<file path="src/hw/rtl/stl_pkg.sv">
// ============================================================================
// stl_pkg: shared types and constants of the script token lexer
// Scan modes, token kinds and result-word layout used by the lexer files.
// ============================================================================
`default_nettype none

package stl_pkg;

    localparam int POS_BITS = 16;
    localparam int LEN_W    = 16;
    localparam int KIND_W   = 6;
    localparam logic [LEN_W-1:0] LEN_MAX = '1;

    typedef enum logic [4:0] {
        M_IDLE, M_COMMENT, M_IDENT, M_ZERO, M_INT, M_DOT, M_FRAC, M_EXPS, M_EXPD,
        M_XS, M_X, M_BS, M_B, M_OS, M_O, M_STR,
        M_BANG, M_EQ, M_LT, M_GT, M_GTGT, M_AMP, M_PIPE, M_XOR1, M_XOR2
    } mode_t;

    localparam logic [KIND_W-1:0] K_END = 6'd0, K_ERR = 6'd1, K_TRUE = 6'd2,
        K_ANDAND = 6'd5, K_OROR = 6'd6, K_IDENT = 6'd12, K_NUM = 6'd13,
        K_LPAREN = 6'd14, K_RPAREN = 6'd15, K_LBRACE = 6'd16, K_RBRACE = 6'd17,
        K_COMMA = 6'd18, K_DOT = 6'd19, K_SEMI = 6'd20, K_COLON = 6'd21,
        K_QUEST = 6'd22, K_BANGEQ = 6'd23, K_BANG = 6'd24, K_EQEQ = 6'd25,
        K_EQ = 6'd26, K_SHL = 6'd27, K_LE = 6'd28, K_LT = 6'd29, K_GGG = 6'd30,
        K_GG = 6'd31, K_GE = 6'd32, K_GT = 6'd33, K_PLUS = 6'd34,
        K_MINUS = 6'd35, K_STAR = 6'd36, K_SLASH = 6'd37, K_PERCENT = 6'd38,
        K_NEWLINE = 6'd39, K_STRING = 6'd40, K_AMP = 6'd41, K_PIPE = 6'd42,
        K_CARET = 6'd43, K_TILDE = 6'd44, K_XOR = 6'd45, K_LBRACKET = 6'd46,
        K_RBRACKET = 6'd47;

    typedef struct packed {
        logic [KIND_W-1:0] kind;
        logic [15:0]       start_offset;
        logic [LEN_W-1:0]  length;
    } tok_t;

    // keyword texts, 6 bytes, first character in the lowest byte
    typedef logic [47:0] kw_text_t;
    localparam kw_text_t KW_TEXT [10] = '{
        48'h0000_6575_7274, 48'h0065_736c_6166, 48'h0000_6c6c_756e,
        48'h0000_0064_6e61, 48'h0000_0000_726f, 48'h006e_6967_6562,
        48'h0000_0064_6e65, 48'h0000_0000_6669, 48'h6669_6573_6c65,
        48'h0000_6573_6c65};
    localparam logic [2:0] KW_LEN [10] = '{3'd4, 3'd5, 3'd4, 3'd3, 3'd2,
        3'd5, 3'd3, 3'd2, 3'd6, 3'd4};

endpackage

`default_nettype wire

</file>
<file path="src/hw/rtl/stl_if.sv">
// ============================================================================
// stl_in_if / stl_out_if: valid/ready channels of the script token lexer
// Source bytes in, tokens out.
// ============================================================================
`default_nettype none

interface stl_in_if;
    logic       valid;
    logic       ready;
    logic [7:0] ch;
    logic       end_of_input;
    modport source (output valid, ch, end_of_input, input ready);
    modport sink   (input valid, ch, end_of_input, output ready);
endinterface

interface stl_out_if;
    logic        valid;
    logic        ready;
    logic [5:0]  kind;
    logic [15:0] start_offset;
    logic [15:0] length;
    logic        last;
    modport source (output valid, kind, start_offset, length, last, input ready);
    modport sink   (input valid, kind, start_offset, length, last, output ready);
endinterface

`default_nettype wire

</file>
<file path="src/hw/rtl/stl_step.sv">
// ============================================================================
// stl_step: next-state and token logic of the lexer for one request
// Pure combinational: lexes one byte (with one re-lex) or an end mark.
// ============================================================================
`default_nettype none

module stl_step (
    input  wire stl_pkg::mode_t            mode,
    input  wire [stl_pkg::POS_BITS-1:0]    pos,
    input  wire [stl_pkg::POS_BITS-1:0]    tstart,
    input  wire [stl_pkg::LEN_W-1:0]       tlen,
    input  wire [47:0]                     kwc,
    input  wire [7:0]                      ch,
    input  wire                            eoi,
    output stl_pkg::mode_t                 mode_n,
    output logic [stl_pkg::POS_BITS-1:0]   pos_n,
    output logic [stl_pkg::POS_BITS-1:0]   tstart_n,
    output logic [stl_pkg::LEN_W-1:0]      tlen_n,
    output logic [47:0]                    kwc_n,
    output stl_pkg::tok_t                  tok [3],
    output logic [1:0]                     ntok
);
    localparam logic [stl_pkg::POS_BITS-1:0] ONE = 1;

    logic [stl_pkg::POS_BITS-1:0] pm1;
    logic [15:0] pos16, st16, pm116;
    logic [stl_pkg::LEN_W-1:0] len_inc, len_inc2;
    logic kw_hit;
    logic [stl_pkg::KIND_W-1:0] kw_kind;
    logic relex;
    logic [stl_pkg::KIND_W-1:0] one_kind;
    logic is_al, is_dg, rad_ok;
    stl_pkg::mode_t m2;

    // helpers for emitting into the result list
    function automatic stl_pkg::tok_t mk(input logic [5:0] k, input logic [15:0] s,
                                         input logic [15:0] l);
        stl_pkg::tok_t t;
        t.kind = k; t.start_offset = s; t.length = l;
        return t;
    endfunction

    assign pm1     = pos - ONE;
    assign pos16   = 16'(pos);
    assign st16    = 16'(tstart);
    assign pm116   = 16'(pm1);
    assign len_inc = (tlen == stl_pkg::LEN_MAX) ? tlen : tlen + 1'b1;
    assign len_inc2 = (len_inc == stl_pkg::LEN_MAX) ? len_inc : len_inc + 1'b1;
    assign is_al = (ch >= 8'h61 && ch <= 8'h7a) || (ch >= 8'h41 && ch <= 8'h5a) || ch == 8'h5f;
    assign is_dg = ch >= 8'h30 && ch <= 8'h39;

    // keyword lookup against the stored identifier bytes
    always_comb
    begin
        logic [47:0] msk;
        kw_hit  = 1'b0;
        kw_kind = stl_pkg::K_IDENT;
        for (int i = 9; i >= 0; i--)
        begin
            msk = 48'((49'd1 << (8 * int'(stl_pkg::KW_LEN[i]))) - 49'd1);
            if (tlen == 16'(stl_pkg::KW_LEN[i]) &&
                (kwc & msk) == stl_pkg::KW_TEXT[i])
            begin
                kw_hit  = 1'b1;
                kw_kind = stl_pkg::K_TRUE + 6'(i);
            end
        end
    end

    // single-byte token kind from idle
    always_comb
    begin
        case (ch)
            8'h28: one_kind = stl_pkg::K_LPAREN;
            8'h29: one_kind = stl_pkg::K_RPAREN;
            8'h7b: one_kind = stl_pkg::K_LBRACE;
            8'h7d: one_kind = stl_pkg::K_RBRACE;
            8'h2c: one_kind = stl_pkg::K_COMMA;
            8'h2e: one_kind = stl_pkg::K_DOT;
            8'h3b: one_kind = stl_pkg::K_SEMI;
            8'h3a: one_kind = stl_pkg::K_COLON;
            8'h3f: one_kind = stl_pkg::K_QUEST;
            8'h2b: one_kind = stl_pkg::K_PLUS;
            8'h2d: one_kind = stl_pkg::K_MINUS;
            8'h2a: one_kind = stl_pkg::K_STAR;
            8'h2f: one_kind = stl_pkg::K_SLASH;
            8'h25: one_kind = stl_pkg::K_PERCENT;
            8'h0d, 8'h0a: one_kind = stl_pkg::K_NEWLINE;
            8'h5e: one_kind = stl_pkg::K_CARET;
            8'h7e: one_kind = stl_pkg::K_TILDE;
            8'h5b: one_kind = stl_pkg::K_LBRACKET;
            8'h5d: one_kind = stl_pkg::K_RBRACKET;
            default: one_kind = stl_pkg::K_ERR;
        endcase
    end

    always_comb
    begin
        case (mode)
            stl_pkg::M_XS, stl_pkg::M_X:
                rad_ok = is_dg || (ch >= 8'h61 && ch <= 8'h66) || (ch >= 8'h41 && ch <= 8'h46);
            stl_pkg::M_BS, stl_pkg::M_B: rad_ok = ch == 8'h30 || ch == 8'h31;
            default: rad_ok = ch >= 8'h30 && ch <= 8'h37;
        endcase
    end

    // main step: pending-mode handling, flush, then idle lexing of the byte
    always_comb
    begin
        logic [5:0] fk;
        mode_n   = mode;
        pos_n    = pos + ONE;
        tstart_n = tstart;
        tlen_n   = tlen;
        kwc_n    = kwc;
        tok[0]   = '0; tok[1] = '0; tok[2] = '0;
        ntok     = 2'd0;
        relex    = 1'b0;
        m2       = mode;
        fk       = stl_pkg::K_NUM;

        // first pass over the pending mode
        case (mode)
            stl_pkg::M_IDLE: relex = 1'b1;
            stl_pkg::M_COMMENT: if (ch == 8'h0a) mode_n = stl_pkg::M_IDLE;
            stl_pkg::M_IDENT:
                if (is_al || is_dg)
                begin
                    if (tlen < 16'd6) kwc_n[8*tlen[2:0] +: 8] = ch;
                    tlen_n = len_inc;
                end
                else relex = 1'b1;
            stl_pkg::M_ZERO, stl_pkg::M_INT:
                if (mode == stl_pkg::M_ZERO && ch == 8'h78)
                begin tlen_n = len_inc; mode_n = stl_pkg::M_XS; end
                else if (mode == stl_pkg::M_ZERO && ch == 8'h62)
                begin tlen_n = len_inc; mode_n = stl_pkg::M_BS; end
                else if (mode == stl_pkg::M_ZERO && ch == 8'h6f)
                begin tlen_n = len_inc; mode_n = stl_pkg::M_OS; end
                else if (is_dg)
                begin tlen_n = len_inc; mode_n = stl_pkg::M_INT; end
                else if (ch == 8'h2e) mode_n = stl_pkg::M_DOT;
                else if (ch == 8'h65 || ch == 8'h45)
                begin tlen_n = len_inc; mode_n = stl_pkg::M_EXPS; end
                else relex = 1'b1;
            stl_pkg::M_DOT:
                if (is_dg) begin tlen_n = len_inc2; mode_n = stl_pkg::M_FRAC; end
                else relex = 1'b1;
            stl_pkg::M_FRAC:
                if (is_dg) tlen_n = len_inc;
                else if (ch == 8'h65 || ch == 8'h45)
                begin tlen_n = len_inc; mode_n = stl_pkg::M_EXPS; end
                else relex = 1'b1;
            stl_pkg::M_EXPS:
                if (ch == 8'h2b || ch == 8'h2d || is_dg)
                begin tlen_n = len_inc; mode_n = stl_pkg::M_EXPD; end
                else relex = 1'b1;
            stl_pkg::M_EXPD:
                if (is_dg) tlen_n = len_inc; else relex = 1'b1;
            stl_pkg::M_XS:
                if (rad_ok) begin tlen_n = len_inc; mode_n = stl_pkg::M_X; end
                else relex = 1'b1;
            stl_pkg::M_BS:
                if (rad_ok) begin tlen_n = len_inc; mode_n = stl_pkg::M_B; end
                else relex = 1'b1;
            stl_pkg::M_OS:
                if (rad_ok) begin tlen_n = len_inc; mode_n = stl_pkg::M_O; end
                else relex = 1'b1;
            stl_pkg::M_X, stl_pkg::M_B, stl_pkg::M_O:
                if (rad_ok) tlen_n = len_inc; else relex = 1'b1;
            stl_pkg::M_STR:
                if (ch == 8'h22)
                begin
                    tok[0] = mk(stl_pkg::K_STRING, st16, tlen); ntok = 2'd1;
                    mode_n = stl_pkg::M_IDLE;
                end
                else tlen_n = len_inc;
            stl_pkg::M_BANG:
                if (ch == 8'h3d)
                begin tok[0] = mk(stl_pkg::K_BANGEQ, st16, 16'd2); ntok = 2'd1;
                      mode_n = stl_pkg::M_IDLE; end
                else relex = 1'b1;
            stl_pkg::M_EQ:
                if (ch == 8'h3d)
                begin tok[0] = mk(stl_pkg::K_EQEQ, st16, 16'd2); ntok = 2'd1;
                      mode_n = stl_pkg::M_IDLE; end
                else relex = 1'b1;
            stl_pkg::M_LT:
                if (ch == 8'h3c || ch == 8'h3d)
                begin
                    tok[0] = mk(ch == 8'h3c ? stl_pkg::K_SHL : stl_pkg::K_LE, st16, 16'd2);
                    ntok = 2'd1; mode_n = stl_pkg::M_IDLE;
                end
                else relex = 1'b1;
            stl_pkg::M_GT:
                if (ch == 8'h3e) begin tlen_n = len_inc; mode_n = stl_pkg::M_GTGT; end
                else if (ch == 8'h3d)
                begin tok[0] = mk(stl_pkg::K_GE, st16, 16'd2); ntok = 2'd1;
                      mode_n = stl_pkg::M_IDLE; end
                else relex = 1'b1;
            stl_pkg::M_GTGT:
                if (ch == 8'h3e)
                begin tok[0] = mk(stl_pkg::K_GGG, st16, 16'd3); ntok = 2'd1;
                      mode_n = stl_pkg::M_IDLE; end
                else relex = 1'b1;
            stl_pkg::M_AMP:
                if (ch == 8'h26)
                begin tok[0] = mk(stl_pkg::K_ANDAND, st16, 16'd2); ntok = 2'd1;
                      mode_n = stl_pkg::M_IDLE; end
                else relex = 1'b1;
            stl_pkg::M_PIPE:
                if (ch == 8'h7c)
                begin tok[0] = mk(stl_pkg::K_OROR, st16, 16'd2); ntok = 2'd1;
                      mode_n = stl_pkg::M_IDLE; end
                else relex = 1'b1;
            stl_pkg::M_XOR1:
                if (ch == 8'h8a) begin tlen_n = len_inc; mode_n = stl_pkg::M_XOR2; end
                else relex = 1'b1;
            stl_pkg::M_XOR2:
                if (ch == 8'hbb)
                begin tok[0] = mk(stl_pkg::K_XOR, st16, 16'd3); ntok = 2'd1;
                      mode_n = stl_pkg::M_IDLE; end
                else relex = 1'b1;
            default: relex = 1'b1;
        endcase

        // flush of the pending token (byte relex or end mark)
        if ((relex && mode != stl_pkg::M_IDLE) || eoi)
        begin
            ntok = 2'd0;
            case (mode)
                stl_pkg::M_IDENT:
                begin
                    tok[0] = mk(kw_hit ? kw_kind : stl_pkg::K_IDENT, st16, tlen);
                    ntok = 2'd1;
                end
                stl_pkg::M_ZERO, stl_pkg::M_INT, stl_pkg::M_FRAC, stl_pkg::M_EXPS,
                stl_pkg::M_EXPD, stl_pkg::M_X, stl_pkg::M_B, stl_pkg::M_O:
                begin tok[0] = mk(stl_pkg::K_NUM, st16, tlen); ntok = 2'd1; end
                stl_pkg::M_DOT:
                begin
                    tok[0] = mk(stl_pkg::K_NUM, st16, tlen);
                    tok[1] = mk(stl_pkg::K_DOT, pm116, 16'd1); ntok = 2'd2;
                end
                stl_pkg::M_XS, stl_pkg::M_BS, stl_pkg::M_OS, stl_pkg::M_STR,
                stl_pkg::M_XOR1:
                begin tok[0] = mk(stl_pkg::K_ERR, st16, tlen); ntok = 2'd1; end
                stl_pkg::M_XOR2:
                begin
                    tok[0] = mk(stl_pkg::K_ERR, st16, 16'd1);
                    tok[1] = mk(stl_pkg::K_ERR, pm116, 16'd1); ntok = 2'd2;
                end
                stl_pkg::M_BANG, stl_pkg::M_EQ, stl_pkg::M_LT, stl_pkg::M_GT,
                stl_pkg::M_AMP, stl_pkg::M_PIPE:
                begin
                    case (mode)
                        stl_pkg::M_BANG: fk = stl_pkg::K_BANG;
                        stl_pkg::M_EQ:   fk = stl_pkg::K_EQ;
                        stl_pkg::M_LT:   fk = stl_pkg::K_LT;
                        stl_pkg::M_GT:   fk = stl_pkg::K_GT;
                        stl_pkg::M_AMP:  fk = stl_pkg::K_AMP;
                        default:         fk = stl_pkg::K_PIPE;
                    endcase
                    tok[0] = mk(fk, st16, 16'd1); ntok = 2'd1;
                end
                stl_pkg::M_GTGT:
                begin tok[0] = mk(stl_pkg::K_GG, st16, 16'd2); ntok = 2'd1; end
                default: ntok = 2'd0;
            endcase
            mode_n = stl_pkg::M_IDLE;
            tstart_n = tstart; tlen_n = tlen; kwc_n = kwc;
        end

        // end mark: end token then full restart
        if (eoi)
        begin
            tok[ntok] = mk(stl_pkg::K_END, pos16, 16'd0);
            ntok      = ntok + 2'd1;
            mode_n    = stl_pkg::M_IDLE;
            pos_n     = '0;
            tstart_n  = '0;
            tlen_n    = '0;
            kwc_n     = '0;
        end
        else if (relex)
        begin
            // idle lexing of the byte
            m2 = stl_pkg::M_IDLE;
            if (ch == 8'h20 || ch == 8'h09) m2 = stl_pkg::M_IDLE;
            else if (ch == 8'h23) m2 = stl_pkg::M_COMMENT;
            else if (is_al)
            begin
                m2 = stl_pkg::M_IDENT; kwc_n[7:0] = ch;
            end
            else if (is_dg) m2 = (ch == 8'h30) ? stl_pkg::M_ZERO : stl_pkg::M_INT;
            else if (ch == 8'h22) m2 = stl_pkg::M_STR;
            else if (ch == 8'h21) m2 = stl_pkg::M_BANG;
            else if (ch == 8'h3d) m2 = stl_pkg::M_EQ;
            else if (ch == 8'h3c) m2 = stl_pkg::M_LT;
            else if (ch == 8'h3e) m2 = stl_pkg::M_GT;
            else if (ch == 8'h26) m2 = stl_pkg::M_AMP;
            else if (ch == 8'h7c) m2 = stl_pkg::M_PIPE;
            else if (ch == 8'he2) m2 = stl_pkg::M_XOR1;
            else
            begin
                tok[ntok] = mk(one_kind, pos16, 16'd1);
                ntok      = ntok + 2'd1;
            end
            mode_n = m2;
            if (ch == 8'h22)
            begin
                tstart_n = pos + ONE; tlen_n = '0;
            end
            else if (m2 != stl_pkg::M_IDLE && m2 != stl_pkg::M_COMMENT)
            begin
                tstart_n = pos; tlen_n = 16'd1;
            end
        end
    end

endmodule

`default_nettype wire

</file>
<file path="src/hw/rtl/script_token_lexer_top.sv">
// ============================================================================
// script_token_lexer_top: streaming lexer, one source byte per request
// Holds the scan state and a three-entry result buffer toward the sink.
// ============================================================================
// Usage:
//   src: one request per source byte (ch) or an end mark (end_of_input).
//   tok: tokens as kind, start_offset, length; last marks the final token
//        caused by one input request. A request gives 0 to 3 tokens.
// Latency: the first token of a request is offered the cycle after accept.
// Throughput: one request per cycle while the sink takes each token at once;
//   a request that gives more than one token holds the channel while the
//   single output port drains the result buffer.
// The scan-state update is a single combinational pass in front of the
// state registers, so a new byte may be taken while the result buffer still
// holds its last token (that slot frees at the same edge it is taken).
// Reset: scan state idle, position zero, buffer empty.
// Sink stall: the buffer holds its tokens and src.ready drops until only
//   the last token is left being taken.
// ============================================================================
`default_nettype none

module script_token_lexer_top (
    input  wire     clk,
    input  wire     rst_n,
    stl_in_if.sink  src,
    stl_out_if.source tok
);
    stl_pkg::mode_t                mode_reg, mode_next;
    logic [stl_pkg::POS_BITS-1:0]  pos_reg, pos_next;
    logic [stl_pkg::POS_BITS-1:0]  tstart_reg, tstart_next;
    logic [stl_pkg::LEN_W-1:0]     tlen_reg, tlen_next;
    logic [47:0]                   kwc_reg, kwc_next;

    stl_pkg::tok_t buf_reg [3];
    stl_pkg::tok_t tok_new [3];
    logic [1:0]    cnt_reg;     // tokens still waiting
    logic [1:0]    rd_reg;      // index of the head token
    logic [1:0]    ntok;
    logic          acc, pop;

    stl_step u_step (
        .mode(mode_reg), .pos(pos_reg), .tstart(tstart_reg), .tlen(tlen_reg),
        .kwc(kwc_reg), .ch(src.ch), .eoi(src.end_of_input),
        .mode_n(mode_next), .pos_n(pos_next), .tstart_n(tstart_next),
        .tlen_n(tlen_next), .kwc_n(kwc_next), .tok(tok_new), .ntok(ntok)
    );

    // handshakes
    assign pop       = tok.valid && tok.ready;
    assign src.ready = (cnt_reg == 2'd0) || (cnt_reg == 2'd1 && tok.ready);
    assign acc       = src.valid && src.ready;

    // output view of the head token
    assign tok.valid        = cnt_reg != 2'd0;
    assign tok.kind         = buf_reg[rd_reg].kind;
    assign tok.start_offset = buf_reg[rd_reg].start_offset;
    assign tok.length       = buf_reg[rd_reg].length;
    assign tok.last         = cnt_reg == 2'd1;

    // scan state
    always_ff @(posedge clk or negedge rst_n)
    begin
        if (!rst_n)
        begin
            mode_reg   <= stl_pkg::M_IDLE;
            pos_reg    <= '0;
            tstart_reg <= '0;
            tlen_reg   <= '0;
        end
        else if (acc)
        begin
            mode_reg   <= mode_next;
            pos_reg    <= pos_next;
            tstart_reg <= tstart_next;
            tlen_reg   <= tlen_next;
        end
    end

    // identifier bytes and token payloads
    always_ff @(posedge clk)
    begin
        if (acc)
        begin
            kwc_reg <= kwc_next;
            buf_reg <= tok_new;
        end
    end

    // buffer control
    always_ff @(posedge clk or negedge rst_n)
    begin
        if (!rst_n)
        begin
            cnt_reg <= 2'd0;
            rd_reg  <= 2'd0;
        end
        else if (acc)
        begin
            cnt_reg <= ntok;
            rd_reg  <= 2'd0;
        end
        else if (pop)
        begin
            cnt_reg <= cnt_reg - 2'd1;
            rd_reg  <= rd_reg + 2'd1;
        end
    end

`ifndef SYNTH
    a_no_overrun: assert property (@(posedge clk) disable iff (!rst_n)
        acc |-> (cnt_reg == 2'd0 || (cnt_reg == 2'd1 && pop)))
        else $error("request taken over unsent tokens");
    a_cnt_range: assert property (@(posedge clk) disable iff (!rst_n)
        cnt_reg != 2'd3 || rd_reg == 2'd0)
        else $error("token buffer index out of step");
    a_eoi_restart: assert property (@(posedge clk) disable iff (!rst_n)
        (acc && src.end_of_input) |=> (pos_reg == '0 && mode_reg == stl_pkg::M_IDLE))
        else $error("end mark did not restart the scan");
    a_eoi_tok: assert property (@(posedge clk) disable iff (!rst_n)
        (acc && src.end_of_input) |=> cnt_reg != 2'd0)
        else $error("end mark gave no end token");
`endif

endmodule

`default_nettype wire

</file>
<file path="src/flat_wrapper.sv">
// flat-port wrapper written by rule: the top's interface ports become plain ports
module script_token_lexer_top_flat 
  (clk, rst_n, src_valid, src_ch, src_end_of_input, src_ready, tok_valid, tok_kind, tok_start_offset, tok_length, tok_last, tok_ready);
  stl_in_if src_i ();
  stl_out_if tok_i ();
  input  wire clk;
  input  wire rst_n;
  input wire logic [$bits(src_i.valid)-1:0] src_valid;
  input wire logic [$bits(src_i.ch)-1:0] src_ch;
  input wire logic [$bits(src_i.end_of_input)-1:0] src_end_of_input;
  output wire logic [$bits(src_i.ready)-1:0] src_ready;
  output wire logic [$bits(tok_i.valid)-1:0] tok_valid;
  output wire logic [$bits(tok_i.kind)-1:0] tok_kind;
  output wire logic [$bits(tok_i.start_offset)-1:0] tok_start_offset;
  output wire logic [$bits(tok_i.length)-1:0] tok_length;
  output wire logic [$bits(tok_i.last)-1:0] tok_last;
  input wire logic [$bits(tok_i.ready)-1:0] tok_ready;
  assign src_i.valid = src_valid;
  assign src_i.ch = src_ch;
  assign src_i.end_of_input = src_end_of_input;
  assign src_ready = src_i.ready;
  assign tok_valid = tok_i.valid;
  assign tok_kind = tok_i.kind;
  assign tok_start_offset = tok_i.start_offset;
  assign tok_length = tok_i.length;
  assign tok_last = tok_i.last;
  assign tok_i.ready = tok_ready;
  script_token_lexer_top u_core (.clk(clk), .rst_n(rst_n), .src(src_i), .tok(tok_i));
endmodule
</file>
<file path="config.mk">
export PLATFORM = sky130hd
export DESIGN_NAME = script_token_lexer_top_flat
export DESIGN_NICKNAME = d
export VERILOG_FILES = /design/src/hw/rtl/stl_pkg.sv /design/src/hw/rtl/stl_if.sv /design/src/hw/rtl/stl_step.sv /design/src/hw/rtl/script_token_lexer_top.sv /design/src/flat_wrapper.sv
export SDC_FILE = /design/constraint.sdc
export NUM_CORES = 1
export LEC_CHECK = 0
export BUFFER_PORTS_ARGS = -buffer_cell sky130_fd_sc_hd__buf_2
export CAP_MARGIN = 5
export CORE_AREA = 2 2 240 242
export DETAILED_ROUTE_END_ITERATION = 7
export DIE_AREA = 0 0 242 244
export GPL_TIMING_DRIVEN = 0
export MAX_ROUTING_LAYER = met4
export REMOVE_ABC_BUFFERS = 1
export SLEW_MARGIN = 20
export SYNTH_ARGS = -nofsm -noshare
export SYNTH_HDL_FRONTEND = slang
export SYNTH_SLANG_ARGS = --single-unit
</file>
<file path="constraint.sdc">
create_clock -name clk -period 5 [get_ports clk]
set_clock_uncertainty 0.05 [all_clocks]
set_input_delay 0.25 -clock clk [delete_from_list [all_inputs] [get_ports clk]]
set_output_delay 0.25 -clock clk [all_outputs]
set_load 0.005 [all_outputs]
</file>
# Yosys cells after proc, flatten, opt, wreduce, memory -nomap -nowiden
# Cells that the tools add are included.
[classes]
add_sub_neg = 8
n_lt_le_gt_ge = 13
n_eq_ne = 99
n_shift = 2
n_mux = 187
bitwise_logic = 2
n_reduce_logical = 65
[ops]
columns = ["operator", "n"]
rows = [
  ["$mux 114", 14],
  ["$mux 16", 27],
  ["$pmux 38 s9", 1],
  ["$mux 38", 7],
  ["$bwmux 114", 2],
  ["$pmux 38 s6", 1],
  ["$mux 5", 39],
  ["$mux 48", 4],
  ["$eq 8x6->1 const B", 22],
  ["$pmux 16 s10", 1],
  ["$mux 37", 4],
  ["$pmux 6 s19", 1],
  ["$eq 8x7->1 const B", 13],
  ["$eq 32x31->1 const B", 3],
  ["$pmux 5 s17", 1],
  ["$eq 40x39->1 const B", 2],
  ["$bmux 38 s2", 1],
  ["$demux 38 s2", 1],
  ["$mux 76", 1],
  ["$pmux 37 s2", 1],
  ["$mux 35", 2],
  ["$ne 5x5->1 const B", 14],
  ["$mux 6", 10],
  ["$add 16x1->16 const B", 3],
  ["other kinds (55)", 201],
]
[totals]
ff_bits = 219
inputBits = 13

# Longest topological paths before layout
# Gate-level depths: netlist of run 1.
[depth]
word_depth = 32
depth_mapped = 17

# Cells and area by module
# From an unflattened synthesis of run 1, not the netlist that was laid out.
[unflattened]
hier_cells = 1750
hier_area_um2 = 15807.7
[modules_own_cells]
columns = ["mod", "instances", "cells_each", "area_per_inst_um2", "seq_area_each_um2"]
rows = [
  ["script_token_lexer_top", 1, 429, 8081.5, 6291.0],
  ["stl_step", 1, 1321, 7726.2, 0.0],
]

# Worst setup path after synthesis of run 1
# OpenSTA, ideal clock, no wires.
[synth_path]
path_type = "reg-to-reg"
startpoint = "register u_core.cnt_reg[0]"
endpoint = "register u_core.tlen_reg[0] (netlist bit)"
setup_time_ps = 79
arrival_time_ps = 4180
required_time_ps = 4871
setup_slack_ps = 691
stages_incl_launch_ff = 9
n_path_buf = 1
period_less_slack_ps = 4309
cell_sequence = "dfrtp_1 inv_1 ha_1 inv_1 nand2_1 nand2_1 inv_1 clkbuf_1 a41o_1"
[synth_via]
elab_chain_cells = 4
[synth_rtl]
columns = ["item", "line", "source"]
rows = [
  ["from (decl)", "script_token_lexer_top.sv:36", "logic [1:0] cnt_reg;"],
  ["from (signal assigned)", "script_token_lexer_top.sv:99", "cnt_reg <= ntok;"],
  ["from (signal assigned)", "script_token_lexer_top.sv:104", "cnt_reg <= cnt_reg - 2'd1;"],
  ["$eq 2x1->1", "script_token_lexer_top.sv:50", "assign src.ready = (cnt_reg == 2'd0) || (cnt_reg == 2'd1 && tok.ready);"],
  ["$logic_and 1x1->1", "script_token_lexer_top.sv:50", ""],
  ["$logic_or 1x1->1 (*)", "script_token_lexer_top.sv:50", ""],
  ["via src_ready", "flat_wrapper.sv:11", "output wire logic [$bits(src_i.ready)-1:0] src_ready;"],
  ["$logic_and 1x1->1 (*)", "script_token_lexer_top.sv:51", "assign acc = src.valid && src.ready;"],
  ["via u_core.acc", "script_token_lexer_top.sv:39", "logic acc, pop;"],
  ["to (signal assigned)", "script_token_lexer_top.sv:75", "tlen_reg <= tlen_next;"],
  ["to (decl)", "script_token_lexer_top.sv:31", "logic [stl_pkg::LEN_W-1:0] tlen_reg, tlen_next;"],
]
# The timed path passes the listed nets; every way through them passes the cells marked *.
# A chain may end at the register's enable or synchronous reset.

==> flow_summary.yaml, run 1 <==
clocking:
  cts.path.max_buffers: 2
  ctsRootBufferMaster: "clkbuf_16"
  htree_levels: 4
  cts_inserted_buffers: 17
  cts_sinks: 189
  clkLatencyLatePin_ns: 0.47
  path_clk_slew_ns: 0.08
  cts_tree: "done"
sta:
  slew_viol_final: 0
  min_period_ns: 4.78
  maxSlewHeadroom_pct: 29.6
  finalSetupViolCount: 0
  min_period_over_period_pct: 95.5
  tightest_slew_ns: 1.06
  finalHoldViolations: 0
  rsz0062_at_grt: "no"
  fmax_mhz: 209
floorplan:
  start_util_pct: 25.0
  die_y_um: 244
  core_um2: 56200
  rows: 87
  dieArea_um2: 59000
  ios: 54
  dieWidth_um: 242
drt:
  vias_per_cell: 5.37
  route.met3.wl_mm: 3.01
  routed.top_layer: "met4"
  wl_met2_mm: 21.7
  drt-initial-drc-count: 1252
  drc: 0
  vias: 12400
  ant_nets: 0
  avgRoutedWirePerCell_um: 19.8
  dr.pass1.iters: 5
  wl_mm: 45.8
  routedLengthMet1_mm: 20.0
synthesis:
  ys_async_sr_fraction_pct: 30.2
  synth_edf_count: 132
  ys_seq_elements: 189
  synth_flop_cell: "edfxtp_1"
  synth.yosys.warnings: 0
  synth_cell_types: 122
  syn_area_um2: 14000
  avgSynthCellArea_um2: 8.80
  syn_inst: 1594
  synth-seq-area-share_pct: 38.4
placement:
  dp_hpwl_mm: 31.9
  port_buffers: 53
  place_inst: 2281
  routabilityCongestion: 0.925
layout:
  drive_gt1_share_pct: 12.0
  seq_area_um2: 5410
  diodes: 0
  multi_input_area_um2: 8010
  num-fill-cells: 6003
  final_core_util_pct: 27.8
  stdcell_count: 2317
  nets: 1574
  largest_reg_flops: 84
  syn_to_final_growth_pct: 11.1
min_path:
  holdCritPathClass: "primary input to async pin"
worst_setup_path:
  critPathRequiredTime_ns: 5.28
  path_max_fanout: 35
  end_kind: "flop"
  crit_arrival_ns: 5.05
  crit_type: "flop to flop"
  critPathLaunchType: "flop"
power_and_ir_drop:
  irDropWorstVdd_mv: 0.354
  cellLeakagePower_nw: 5.30
  p_per_area_nw_per_um2: 426
grt:
  grtUsageTotal_pct: 15.8
  grt_pass1_wl_mm: 71.6
  antenna_found_initial: 0
  grt_pass1_vias: 12100
  grt.overflow.total: 0
  grt_start_max_net_pins: 80
outcome:
  run_status: "finished, final reports clean"
flow_run:
  maxCapViolations: 0
what timing repair did:
item / in CTS / in global routing
gates resized for setup: 9 / 13
endpoints found under the setup margin: 80 / 43
hold buffers: 1 / 0
pin swaps: 1 / 0
setup buffers: 3 / 0
endpoints found under the hold margin: 25 / 0
routing by layer:
layer  track usage [%]  up-vias
met5                 -        -
met4              5.12        0
met1              20.0     6066
met3              3.09       71
met2              25.5      434
li1                  -     5876
cells in the mapped netlist, types with 7 or more instances:
cell type,n,area [um^2]
a2111oi_0,7,61.3
a211o_1,7,61.3
a21o_1,11,82.6
a21oi_1,83,415
a22o_1,27,236
a31oi_1,7,43.8
and2_1,42,263
and3_1,14,87.6
buf_1,12,45.0
buf_2,25,125
buf_4,12,90.1
clkbuf_1,76,285
dfrtp_1,57,1430
edfxtp_1,132,3960
ha_1,13,163
inv_1,32,120
mux2i_1,61,611
nand2_1,207,777
nand2b_1,20,125
nand3_1,49,245
nand3b_1,12,90.1
nand4_1,27,169
nand4b_1,10,87.6
nor2_1,137,514
nor2b_1,23,144
nor3_1,53,265
nor3b_1,10,75.1
nor3b_2,7,87.6
nor4_1,22,138
nor4b_1,8,70.1
nor4bb_1,8,80.1
o211ai_1,13,97.6
o21a_1,7,52.6
o21ai_0,86,430
o21ai_1,8,40.0
o21bai_1,7,52.6
o22ai_1,20,125
o31ai_1,22,165
or3_1,7,43.8
or4_1,9,67.6
xnor2_1,25,219
xor2_1,8,70.1
through the flow:
step / TNS, ns / hold slack (ns) / instance area (um^2) / setup WS [ns] / total power, mW
after global placement: -245.14 / 0.410 / 14600 / -2.64 / 5.11
after detailed placement: -89.57 / 0.171 / 14900 / -1.58 / 5.25
final: 0 / 0.222 / 15600 / 0.225 / 6.64
after floorplan: -0.00174 / -0.0956 / 13400 / -0.00174 / 4.16
after CTS: 0 / 0.206 / 15500 / 0.0886 / 6.68
after global routing: 0 / 0.251 / 15600 / 0.102 / 7.08
final timing paths:
| kind | startpoint | end | slack (ns) | depth (start not counted) |
|---|---|---|---|---|
| worst max-delay path | u_core.mode_reg[4]$_DFFE_PN0P_ | u_core.buf_reg[96]$_DFFE_PP_ | 0.22 | 11 |
| worst min-delay path | rst_n | u_core.pos_reg[5]$_DFFE_PN0P_ | 0.22 | 2 |
| worst max register to register | u_core.mode_reg[4]$_DFFE_PN0P_ | u_core.buf_reg[96]$_DFFE_PP_ | 0.22 | 11 |
| worst min register to register | u_core.tstart_reg[5]$_DFFE_PN0P_ | u_core.tstart_reg[5]$_DFFE_PN0P_ | 0.43 | 2 |
| max in group asynchronous | rst_n | u_core.mode_reg[1]$_DFFE_PN0P_ | 4.12 | 3 |
| min in group clk | tok_ready | u_core.rd_reg[0]$_DFFE_PN0P_ | 0.23 | 4 |
final cells by class:
type	instances	area share (%)
Clock inverter	15	1.13
Timing Repair Buffer	65	3.16
Clock buffer	17	2.73
Tap cell	756	6.07
Inverter	34	0.851
Multi-Input combinational cell	1241	51.4
Sequential cell	189	34.7
worst max-delay path, stage by stage (launching register included):
cell,delay (ns)
dfrtp_2,0.81
nor4b_2,0.48
o21ai_1,0.10
a311oi_1,0.70
a211oi_1,0.19
o2111ai_2,0.23
o21ai_1,0.17
a22o_2,0.36
ha_1,0.31
a21boi_4,0.16
o21ba_1,0.82
a22o_1,0.24
power breakdown:
group,internal [mW],switching [mW]
Sequential,2.20,0.449
Clock,0.712,0.695
Combinational,1.03,1.56
logic make-up (layout without fill, tap and decap cells):
family          after synthesis  after routing  share of synthesized area (%)
compound gates              417            417                           21.3
buf+inv                     164            131                           5.20
fa+ha+maj                    13             13                           1.16
xor+xnor                     33             33                           2.06
simple gates                713            713                           27.2
mux                          65             65                           4.67
flops                       189            189                           38.4
placed cells by master (no fill, tap or decap), drive strengths merged, types with 17 or more instances in the layout:
cell type    n
nand2      209
nor2       138
edfxtp     132
o21ai       96
a21oi       84
buf         62
mux2i       61
nor3        58
dfrtp       57
nand3       49
and2        43
inv         38
nand4       28
a22o        27
xnor2       25
nor4        23
nor2b       23
o31ai       22
o22ai       20
nand2b      20
clkbuf      19
nor3b       17
No activity file was read; power rests on OpenSTA's default activity.
==> inputs of run 2 (changes only) <==
- CORE_AREA: 2 2 240 242 -> 2 2 180 182
- DIE_AREA: 0 0 242 244 -> 0 0 182 184
==> run 2 against run 1 <==
Compared with the run above:
- power shrank 0.35%
- final cell count shrank 15%
- routed wire length shrank 5.9%
- clock-buffer cell count grew 2
- flip-flop and latch count is the same
- via count grew 0.19%
- hold slack lost 0.078 ns
- non-clock buffer count grew 4
- sequential share of layout area grew 0.95 points
- design area shrank 2.8%
- critical path depth shrank 2
- combinational power shrank 3%
- critical path type unchanged
- largest cell class unchanged
- largest power group unchanged
==> flow_summary.yaml, run 2 (synthesized netlist as in run 1, its figures left out) <==
outcome:
  run_status: "finished, final reports clean"
drt:
  ant_nets: 0
  wl_mm: 43.1
  vias: 12500
  drc: 0
  dr.pass1.iters: 6
  drt-initial-drc-count: 1523
  avgRoutedWirePerCell_um: 21.9
  vias_per_cell: 6.34
worst_setup_path:
  critPathLaunchType: "flop"
  cpMostUsedCell: "a21oi_1"
  worstPathCellList: "or3b_1 > a21oi_1 > o21a_1 > a21oi_1 > o2111ai_2 > nor2_2 > a221oi_4 > a2bb2oi_2 > nor3b_1"
  path_buf_inv: 0
  crit_arrival_ns: 4.84
  path_max_fanout: 27
  critPathRequiredTime_ns: 5.11
  crit_type: "flop to flop"
  crit_path_start: "u_core.mode_reg[2]$_DFFE_PN0P_"
  cpPeakStageDelay_ns: 0.95
  end_kind: "flop"
  cp_slowest_cell: "dfrtp_1"
  critical-path-top-delay-family: "compound AO/OA/AOI/OAI gates"
  r2r-start: "u_core.mode_reg[2]$_DFFE_PN0P_"
clocking:
  cts.path.max_buffers: 2
  cts_inserted_buffers: 17
  cts_tree: "done"
  path_clk_slew_ns: 0.08
  clkLatencyLatePin_ns: 0.47
  ctsRootBufferMaster: "clkbuf_16"
  htree_levels: 4
  cts_sinks: 189
grt:
  use_met2_pct: 40.0
  grt_start_max_net_pins: 56
  grt.overflow.total: 0
  grtUsageMet1_pct: 37.3
  antenna_found_initial: 0
  grtUsageTotal_pct: 26.7
  grt_pass1_wl_mm: 67.8
  use_met3_pct: 4.56
  gr-max-usage-layer: "met2"
  grt_pass1_vias: 11700
layout:
  nets: 1578
  mostFrequentLayoutCell: "nand2_1"
  diodes: 0
  syn_to_final_growth_pct: 7.98
  largest_reg_flops: 84
  final_cell_mix: "nand2_1 (206), nor2_1 (135), edfxtp_1 (132)"
  drive_gt1_share_pct: 11.9
  stdcell_area_um2: 15100
sta:
  slew_viol_final: 0
  rsz0062_at_grt: "no"
  min_period_over_period_pct: 94.7
  finalHoldViolations: 0
  finalSetupViolCount: 0
  maxSlewHeadroom_pct: 24.2
  hold-worst-slack_ns: 0.144
  min_period_ns: 4.73
  tightest_slew_ns: 1.13
  fmax_mhz: 211
placement:
  dp_hpwl_mm: 29.6
  placed_area_um2: 14400
  port_buffers: 53
  routabilityCongestion: 1.00
min_path:
  min_from: "src_end_of_input"
  holdCritPathClass: "primary input to flop"
floorplan:
  ios: 54
  dieWidth_um: 182
  rows: 65
  core_um2: 31400
  start_util_pct: 44.7
  dieArea_um2: 33500
  die_y_um: 184
power_and_ir_drop:
  p_per_area_nw_per_um2: 437
  p_seq_share_pct: 39.8
  pwr-share-clk_pct: 22.1
  p_switching_mw: 2.62
  netSwitchingFraction_pct: 39.5
  irDropWorstVdd_mv: 0.208
  p_int_mw: 4.01
  cellLeakagePower_nw: 5.34
  p_comb_share_pct: 38.1
flow_run:
  maxCapViolations: 0
[run 2: path summary, 6_finish.rpt]
| path | to | slack (ns) | cells after the start |
|---|---|---|---|
| max in group asynchronous | u_core.mode_reg[1]$_DFFE_PN0P_ | 4.13 | 3 |
| min in group asynchronous | u_core.pos_reg[10]$_DFFE_PN0P_ | 0.19 | 2 |
| max reg2reg | u_core.buf_reg[83]$_DFFE_PP_ | 0.27 | 9 |
| min reg2reg | u_core.tstart_reg[8]$_DFFE_PN0P_ | 0.43 | 2 |
| min | u_core.pos_reg[6]$_DFFE_PN0P_ | 0.14 | 2 |
| max | u_core.buf_reg[83]$_DFFE_PP_ | 0.27 | 9 |
[run 2: power groups by stage]
| stage | sequential, mW | clock, mW | combinational, mW |
|---|---|---|---|
| floorplan | 2.55 | 0 | 1.61 |
| global placement | 2.71 | 0 | 2.31 |
| detailed placement | 2.66 | 0 | 2.47 |
| CTS | 2.62 | 1.50 | 2.49 |
| global route | 2.69 | 1.55 | 2.78 |
| finish | 2.63 | 1.47 | 2.52 |
[run 2: cell type report]
| class | instances | area, um^2 |
|---|---|---|
| Clock inverter | 13 | 158 |
| Fill cell | 3041 | 16200 |
| Inverter | 34 | 133 |
| Sequential cell | 189 | 5400 |
| Timing Repair Buffer | 69 | 503 |
| Multi-Input combinational cell | 1241 | 7980 |
| Tap cell | 402 | 503 |
| Clock buffer | 19 | 475 |
[run 2: repair_timing]
item                                    in CTS  in global routing
endpoints found under the setup margin      76                 53
buffers inserted                             1                  5
hold buffers                                 1                  0
resized for setup                            7                  4
hold endpoints to repair                    22                  0
pin swaps                                    0                  1
[run 2: stage by stage]
stage | util, % | total power, mW | worst slack [ns] | instances | TNS (ns)
final | 48.3 | 6.62 | 0.266 | 1967 | 0
after CTS | 48.0 | 6.61 | 0.00795 | 1961 | 0
after detailed placement | 45.9 | 5.13 | -1.51 | 1927 | -84.79
after global routing | 48.3 | 7.03 | 0.0279 | 1967 | 0
after global placement | 45.2 | 5.02 | -2.50 | 1919 | -234.45
after floorplan | - | 4.16 | -0.00174 | 1464 | -0.00174
[run 2: per-layer routing]
layer / wire length (um) / vias up
met5: 0 / -
met4: 792 / 0
met2: 19300 / 504
li1: - / 5885
met1: 20100 / 6023
met3: 2930 / 59
[run 2: worst register-to-register path: cells and delay by family (launching register included)]
kind | cells | cell delay, ns
AOI/OAI and AO/OA | 6 | 2.52
DFF | 1 | 0.95
and+or+nand+nor | 3 | 0.91
==> inputs of run 3 (changes only) <==
- CORE_AREA: 2 2 180 182 -> 2 2 156 158
- DIE_AREA: 0 0 182 184 -> 0 0 158 160
- HOLD_SLACK_MARGIN: default -> 0.15
- PLACE_DENSITY: default -> 0.77
==> run 3 against run 2 <==
Compared with the run above:
- combinational power is essentially flat
- sequential power is essentially flat
- clock power is essentially flat
- power shrank 0.35%
- hold slack gained 0.13 ns
==> flow_summary.yaml, run 3 (synthesized netlist as in run 1, its figures left out) <==
outcome:
  run_status: "finished, final reports clean"
power_and_ir_drop:
  irDropWorstVdd_mv: 0.300
  cellLeakagePower_nw: 5.29
  p_per_area_nw_per_um2: 440
clocking:
  htree_levels: 4
  clkLatencyLatePin_ns: 0.45
  ctsRootBufferMaster: "clkbuf_16"
  cts.path.max_buffers: 2
  cts_sinks: 189
  path_clk_slew_ns: 0.08
  cts_inserted_buffers: 17
  cts_tree: "done"
grt:
  grt.overflow.total: 0
  grtUsageTotal_pct: 33.6
  grt_pass1_vias: 11900
  antenna_found_initial: 0
  grt_start_max_net_pins: 58
  grt_pass1_wl_mm: 65.1
sta:
  min_period_over_period_pct: 96.7
  maxSlewHeadroom_pct: 22.3
  fmax_mhz: 207
  tightest_slew_ns: 1.16
  finalHoldViolations: 0
  rsz0062_at_grt: "no"
  slew_viol_final: 0
  fin_setup_tns_ns: 0
  hold-worst-slack_ns: 0.269
  min_period_ns: 4.83
  finalSetupViolCount: 0
drt:
  vias_per_cell: 6.83
  drt-initial-drc-count: 1527
  drc: 0
  wl_mm: 41.2
  avgRoutedWirePerCell_um: 21.9
  dr.pass1.iters: 6
  ant_nets: 0
  vias: 12900
floorplan:
  dieWidth_um: 158
  die_y_um: 160
  ios: 54
  dieArea_um2: 25300
  rows: 57
  start_util_pct: 58.9
  core_um2: 23800
placement:
  place_inst: 1849
  routabilityCongestion: 1.01
  dp_hpwl_mm: 28.1
  port_buffers: 53
layout:
  largest_reg_flops: 84
  syn_to_final_growth_pct: 6.85
  final_cell_mix: "nand2_1 (206), nor2_1 (136), edfxtp_1 (132)"
  stdcell_count: 1884
  diodes: 0
  drive_gt1_share_pct: 11.9
  mostFrequentLayoutCell: "nand2_1"
  nets: 1573
min_path:
  holdCritPathClass: "primary input to flop"
worst_setup_path:
  critPathLaunchType: "flop"
  crit_type: "flop to flop"
  cp_slowest_cell: "dfrtp_2"
  path_max_fanout: 35
  crit_arrival_ns: 4.94
  cpPeakStageDelay_ns: 0.78
  critPathRequiredTime_ns: 5.10
  end_kind: "flop"
  worstPathCellList: "nor4b_1 > o21ai_1 > a311oi_1 > a211oi_1 > o2111ai_2 > nor2_1 > a221oi_4 > a2bb2oi_2 > nor3_1"
flow_run:
  maxCapViolations: 0
run 3: routing by layer:
metal | wire length, um | global-route usage, %
met5 | 0 | -
met3 | 3900 | 6.35
met2 | 18900 | 50.4
met1 | 17100 | 45.8
met4 | 1240 | 11.8
run 3: worst paths after layout:
check / startpoint / endpoint / slack, ns / cells past startpoint
max: u_core.mode_reg[4]$_DFFE_PN0P_ / u_core.buf_reg[78]$_DFFE_PP_ / 0.17 / 9
min: tok_ready / u_core.rd_reg[0]$_DFFE_PN0P_ / 0.27 / 4
max reg2reg: u_core.mode_reg[4]$_DFFE_PN0P_ / u_core.buf_reg[78]$_DFFE_PP_ / 0.17 / 9
min reg2reg: u_core.tstart_reg[2]$_DFFE_PN0P_ / u_core.tstart_reg[2]$_DFFE_PN0P_ / 0.43 / 2
max in group asynchronous: rst_n / u_core.mode_reg[4]$_DFFE_PN0P_ / 3.94 / 2
min in group asynchronous: rst_n / u_core.pos_reg[10]$_DFFE_PN0P_ / 0.37 / 2
run 3: final cells by class:
type	instances	area, um^2
clock buffers	17	425
clock inverters	15	206
fillers	2052	8830
inverters	34	133
multi-input cells	1241	7980
flip-flops and latches	189	5400
well taps	324	405
repair buffers	64	440
run 3: critical path, delay by kind of cell (launching register included):
family | cells | cell delay, ns
flops | 1 | 0.78
compound gates | 6 | 2.64
simple gates | 3 | 1.06
run 3: repair_timing:
item                       4_1_cts  5_1_grt
buffers inserted                 2        0
pin swaps                        1        0
hold buffers                     1        0
hold endpoints to repair        57        0
resized for setup                6       11
setup endpoints to repair       69       73
run 3: stage by stage:
step / power, mW / setup slack [ns] / utilization (%) / instance area, um^2
final: 6.60 / 0.166 / 62.9 / 15000
after global routing: 6.96 / 0.0331 / 62.9 / 15000
after floorplan: 4.16 / -0.00174 / - / 13400
after CTS: 6.56 / 0.0232 / 62.8 / 15000
after global placement: 4.95 / -2.36 / 59.2 / 14100
after detailed placement: 5.10 / -1.40 / 60.0 / 14300
run 3: report_power, final:
part           switching, mW  internal (mW)
Combinational           1.48           1.02
Clock                  0.755          0.699
Sequential             0.447           2.20
